File: src/sv/dvrt_route_mem.sv
// Route memory: valid bit, next hop and best cost per destination.
module dvrt_route_mem #(
  parameter int ADDR_BITS = 4,
  parameter int DATA_BITS = 21
) (
  input  logic                 clk,
  input  logic                 we,
  input  logic [ADDR_BITS-1:0] waddr,
  input  logic [DATA_BITS-1:0] wdata,
  input  logic                 re,
  input  logic [ADDR_BITS-1:0] raddr,
  output logic [DATA_BITS-1:0] rdata
);

  logic [DATA_BITS-1:0] mem [1<<ADDR_BITS];

  always_ff @(posedge clk) begin
    if (we) begin
      mem[waddr] <= wdata;
    end
    if (re) begin
      rdata <= mem[raddr];
    end
  end

endmodule

File: config.mk
export PLATFORM = sky130hd
export DESIGN_NAME = dvrt_route_mem
export DESIGN_NICKNAME = d
export VERILOG_FILES = /design/src/sv/dvrt_route_mem.sv
export SDC_FILE = /design/constraint.sdc
export NUM_CORES = 1
export LEC_CHECK = 0
export ABC_AREA = 0
export ABC_CLOCK_PERIOD_IN_PS = 3400
export BUFFER_PORTS_ARGS = -buffer_cell sky130_fd_sc_hd__clkbuf_2
export CAP_MARGIN = 20
export CORE_UTILIZATION = 35
export DETAILED_ROUTE_END_ITERATION = 8
export HOLD_SLACK_MARGIN = 0.08
export PLACE_DENSITY = 0.56
export SLEW_MARGIN = 5
export SYNTH_ARGS = -nofsm -noshare
export SYNTH_HDL_FRONTEND = slang
export SYNTH_SLANG_ARGS = --single-unit
export TNS_END_PERCENT = 20
File: constraint.sdc
create_clock -name clk -period 3.4 [get_ports clk]
set_input_delay 0.68 -clock clk [delete_from_list [all_inputs] [get_ports clk]]
set_output_delay 0.68 -clock clk [all_outputs]
set_load 0.005 [all_outputs]
==> results of run 1 <==
## sequential cells by signal (all words and copies together) (netlist names)
name and flops:
rdata 21, mem 336
## routing by layer
layer,share of wire,vias to the layer above,GRT usage
met5,0,-,0
met4,0.017,0,0.03790
met3,0.045,37,0.02129
met2,0.49,159,0.2424
met1,0.45,3279,0.2128
li1,-,2617,-
## cells by family after synthesis
kind of cell | after synthesis | synth area share
AND/OR/NAND/NOR | 48 | 0.01568
multiplexers | 84 | 0.1506
AO/OA/AOI/OAI | 42 | 0.02338
buffers and inverters | 26 | 0.01558
flip-flops | 357 | 0.7948
## power breakdown
part | leakage (nW) | internal (W) | switching (W) | total (W)
clock | 0.570 | 0.00232 | 0.00156 | 0.00388
combinational | 1.28 | 0.000172 | 0.000248 | 0.000420
sequential | 3.24 | 0.00496 | 0.0000284 | 0.00499
## through the flow
step / setup WS (ns) / total power, W / util
after floorplan: 0.3879 / 0.005312 / -
after detailed placement: 0.7713 / 0.005513 / 0.3839
after global routing: 1.237 / 0.009561 / 0.4147
after CTS: 1.316 / 0.009374 / 0.4147
final: 1.309 / 0.009286 / 0.4147
after global placement: 0.7904 / 0.005497 / 0.3839
## how the worst max path moves through the flow
stage,startpoint,to,slack (ns)
2_1_floorplan,waddr[2],mem[0][0],0.39
3_3_place_gp,raddr[0],rdata[14],0.79
3_5_place_dp,waddr[2],mem[2][14],0.77
4_1_cts,waddr[2],mem[2][13],1.32
5_1_grt,raddr[0],rdata[20],1.24
6_report,waddr[2],mem[2][11],1.31
## final cells by class
type / count / area, sq um
diodes: 1 / 2.502
clock buffers: 49 / 1013
clock inverters: 16 / 150.1
fillers: 3240 / 22100
multi-input cells: 174 / 2615
flip-flops and latches: 357 / 10720
well taps: 511 / 639.4
repair buffers: 79 / 518.0
## synth_stat cells (all sizes together)
library cell / instances
a22oi: 42
nor2b: 2
nor2: 13
nand3b: 2
nand2b: 2
edfxtp: 357
or3b: 1
and2: 1
clkbuf: 9
mux4: 84
nand2: 22
nand3: 1
buf: 17
nor3: 4
==> summary.txt, run 1 <==
Placement
  – DPL Wire Length: 15.43 mm
  – Final RePlAce weighted congestion: 0.7078
  – Placed cell count: 1121
  – I/O Buffers: 52
  – Placed Instance Area: 14490 sq um

Synthesis
  – FF+latch count, synth: 357
  – Avg Cell Area, Syn: 24.22 sq um
  – Synth area leader: edfxtp_1
  – Post-Synthesis Cell Area: 13490 sq um
  – YS warnings: 0
  – Syn_nets: 589
  – Cells after synthesis: 557
  – Largest cells by area after synthesis: edfxtp_1 79%, mux4_2 7.8%, mux4_1 7.2%
  – Synth cell types: 18
  – Proportion of netlist area held by the largest area contributor: 0.7948
  – Post-synthesis sequential area ratio: 0.7948

STA
  – Worst-margin pin slew: 0.8970 ns
  – RSZ-0062 raised after global routing: no
  – Final Cycle Share: 0.6151
  – Highest Clock Rate: 478.2 MHz
  – Minimum hold slack: 0.5796 ns
  – Setup-failing EPs final: 0
  – Final Critical Period: 2.091 ns
  – Clk_skew: 0.01434 ns
  – Max-slew violation count: 0
  – Post-route setup TNS: 0 ns
  – Fin. Hold Viols: 0
  – Slew headroom: 0.4020

Finish
  – Highest-count cells in the layout ignoring fill and taps: 357 x edfxtp_1, 50 x clkbuf_2, 47 x mux4_2, 42 x a22oi_1, 39 x clkbuf_16
  – Most common cell after layout, fill and taps aside: edfxtp_1
  – Non-Filler Instances: 1187
  – Nets: 681
  – Area growth syn-to-layout: 16.09%
  – Layout cell share with drive strength beyond 1: 0.2859
  – Design area: 15660 sq um

Clocking
  – H-tree depth: 2
  – Clock latency on the worst-skew pair: 0.51 ns
  – Num CTS Buffers: 37
  – Root cell of the clock tree: clkbuf_16
  – CTS tree: yes
  – Buffer count from post-CTS setup fixing: 0
  – Clock transition at path regs: 0.06 ns
  – Gates resized, CTS repair: 0
  – CTS Sinks: 357
  – CTS max path bufs: 3
  – Post-CTS Hold Buffers: 0

Job
  – Max_cap viols: 0

Die
  – Die W: 198.3 um
  – Die ar.: 39330 sq um
  – Area of the core: 37760 sq um
  – # rows: 71
  – Chip Height: 198.3 um
  – Num ports: 53
  – Initial Utilization: 0.3572

Critical path
  – Crit path max fanout: 12
  – Crit path launch type: primary input
  – Critical Path Slowest Stage Cell: nor2_2
  – Worst Setup End Kind: flip-flop
  – Cell family with most CP delay: simple AND/OR/NAND/NOR gates
  – R2R depth: 3
  – CP max stage delay: 0.60 ns
  – Worst path required time: 3.59 ns
  – CP Class: in -> reg
  – R2R setup slack: 1.94 ns
  – Critical path depth in cells: 4
  – Crit path cell chain: clkbuf_2 > or3b_1 > nor2_2 > buf_4
  – Buf/Inv on CP: 2
  – Reg2Reg Launch Point: mem[2][14]
  – Worst R2R End: rdata[14]
  – WP data arrival: 2.28 ns

GRT
  – First-pass GRT wire length: 41.95 mm
  – Antenna violations before repair: 1
  – Vias in the first global route: 6249
  – Total GRT Usage: 0.1496
  – Largest net degree at the start of global routing: 36
  – Total gr overflow: 0

Route
  – Antenna viol nets, final: 0
  – Routed WL: 28.63 mm
  – Wire length per cell: 24.12 um
  – Vias per Instance: 5.132
  – DR vias: 6092
  – Number of DRC markers in iteration 0: 521
  – DR DRC count: 0
  – First-pass DRT Iterations: 5

Min path
  – Hold Path End: mem[14][17]
  – Hold Path Class: in -> reg
  – Min-delay src: wdata[17]
  – Hold depth: 1

Run status
  – Status: finished clean

Power
  – Peak VDD IR: 282.0 uV
  – Lkg Pwr: 5.093 nW
  – Pwr/cell area: 593.1 nW/um^2
(Power assumes the default switching activity.)
==> inputs of run 2 (changes only) <==
ABC_CLOCK_PERIOD_IN_PS = 2100   (was 3400)
clock period = 2.1 ns   (was 3.4 ns; I/O delays follow)
==> summary.txt, run 2 (same netlist as run 1, synthesis figures left out) <==
Run status
  – Status: finished clean

Die
  – Num ports: 53 (unchanged)
  – Die ar.: 39330 sq um (unchanged)
  – Chip Height: 198.3 um (unchanged)
  – Initial Utilization: 0.3572 (unchanged)
  – Die W: 198.3 um (unchanged)
  – Area of the core: 37760 sq um (unchanged)
  – # rows: 71 (unchanged)

Clocking
  – H-tree depth: 2 (unchanged)
  – Clock latency on the worst-skew pair: 0.50 ns (about the same)
  – Root cell of the clock tree: clkbuf_16
  – CTS tree: yes
  – Clock transition at path regs: 0.06 ns (about the same)
  – CTS Sinks: 357 (unchanged)
  – Buffer count from post-CTS setup fixing: 0 (unchanged)
  – CTS max path bufs: 3 (unchanged)
  – Num CTS Buffers: 37 (unchanged)
  – Gates resized, CTS repair: 0 (unchanged)
  – Post-CTS Hold Buffers: 0 (unchanged)

STA
  – Final Cycle Share: 0.7294
  – Post-route setup TNS: 0 ns (unchanged)
  – Setup-failing EPs final: 0 (unchanged)
  – Minimum hold slack: 0.2986 ns (-0.2810 ns)
  – Highest Clock Rate: 652.9 MHz
  – Fin. Hold Viols: 0 (unchanged)
  – Worst-margin pin slew: 0.4950 ns (-0.4019 ns)
  – RSZ-0062 raised after global routing: no
  – Clk_skew: 0.005383 ns (-0.008956 ns)
  – Slew headroom: 0.6685 (+0.2665)
  – Max-slew violation count: 0 (unchanged)
  – Final Critical Period: 1.532 ns
  – Worst Setup Slack, final: 0.5683 ns (-0.7405 ns)

Job
  – Max_cap viols: 0 (unchanged)

Power
  – Peak VDD IR: 426.6 uV (+51%)
  – Pwr/cell area: 925.4 nW/um^2 (+56%)
  – Lkg Pwr: 5.139 nW (+0.90%)
  – Overall power: 0.01470 W (+58%)

Placement
  – Placed cell count: 1126 (+0.45%)
  – DPL Wire Length: 15.44 mm (about the same)
  – Final RePlAce weighted congestion: 0.7084 (about the same)
  – I/O Buffers: 52 (unchanged)
  – Dpl ws: -0.04358 ns (-0.8148 ns)

GRT
  – Total gr overflow: 0 (unchanged)
  – Total GRT Usage: 0.1543 (+0.004663)
  – Vias in the first global route: 6553 (+4.9%)
  – Largest net degree at the start of global routing: 35 (-2.8%)
  – First-pass GRT wire length: 42.88 mm (+2.2%)
  – Antenna violations before repair: 1 (unchanged)

Route
  – Number of DRC markers in iteration 0: 445 (-15%)
  – DR DRC count: 0 (unchanged)
  – Vias per Instance: 5.139 (+0.13%)
  – Wire length per cell: 24.55 um (+1.8%)
  – First-pass DRT Iterations: 4 (-1)
  – Antenna viol nets, final: 0 (unchanged)
  – DR vias: 6105 (+0.21%)
  – Routed WL: 29.17 mm (+1.9%)

Finish
  – Nets: 687 (+0.88%)
  – Max reg flops: 336 (unchanged)
  – Layout cell share with drive strength beyond 1: 0.2870 (+0.001056)
  – Non-Filler Instances: 1188 (+0.084%)
  – Largest regs: mem (336), rdata (21)
  – Highest-count cells in the layout ignoring fill and taps: 357 x edfxtp_1, 50 x clkbuf_2, 47 x mux4_2, 42 x a22oi_1
  – Fillers: 3222 (-0.56%)
  – Most common cell after layout, fill and taps aside: edfxtp_1
  – Area growth syn-to-layout: 17.77%
  – Register area: 10720 sq um (unchanged)
  – Multi-input gate area: 2628 sq um (+0.48%)
  – Reg with most FFs: mem

Critical path
  – WP data arrival: 1.77 ns (-0.51 ns)
  – CP max stage delay: 0.52 ns (-0.08 ns)
  – Worst Setup End Kind: flip-flop
  – Critical Path Slowest Stage Cell: mux4_2
  – CP Class: in -> reg
  – Worst path required time: 2.34 ns (-1.25 ns)
  – Crit path launch type: primary input
  – Crit path max fanout: 20 (+8)
  – Crit path cell chain: buf_4 > buf_12 > mux4_2 > a22oi_1 > nand2_1

Min path
  – Hold Path Class: in -> reg
==> run 2: worst max-delay path, delay by kind of cell <==
kind                   cells  cell delay, ns
and+or+nand+nor            1            0.10
muxes                      1            0.52
AOI/OAI and AO/OA          1            0.30
buffers and inverters      2            0.42
==> run 2: worst paths after layout <==
check / from / to / slack [ns] / cells past startpoint
worst max-delay path: raddr[0] / rdata[5] / 0.57 / 5
worst min-delay path: wdata[19] / mem[6][19] / 0.30 / 1
worst min register to register: mem[15][18] / rdata[18] / 0.74 / 3
worst max register to register: mem[9][5] / rdata[5] / 0.60 / 3
==> run 2: power breakdown <==
group          total, W  switching (W)  internal, W
registers       0.00807      0.0000438      0.00803
logic          0.000719       0.000404     0.000315
clock network   0.00591        0.00246      0.00345
==> run 2: final cells by class <==
| type | count | area share |
|---|---|---|
| Sequential cell | 357 | 0.6749 |
| Multi-Input combinational cell | 174 | 0.1654 |
| Clock buffer | 44 | 0.05994 |
| Timing Repair Buffer | 85 | 0.05167 |
| Tap cell | 511 | 0.04025 |
| Clock inverter | 16 | 0.007719 |
| Antenna cell | 1 | 0.0001575 |
==> run 2: per-stage QoR <==
stage	util	cell area, sq um
2_1_floorplan	-	13500
3_3_place_gp	0.3918	14790
3_5_place_dp	0.3918	14790
4_1_cts	0.4203	15870
5_1_grt	0.4207	15880
6_report	0.4207	15890
==> run 2: routing by layer <==
layer,vias up,track usage,share of wire
li1,2619,-,-
met1,3274,0.2051,0.43
met2,158,0.2606,0.50
met3,54,0.02368,0.049
met4,0,0.04823,0.023
met5,-,0,0
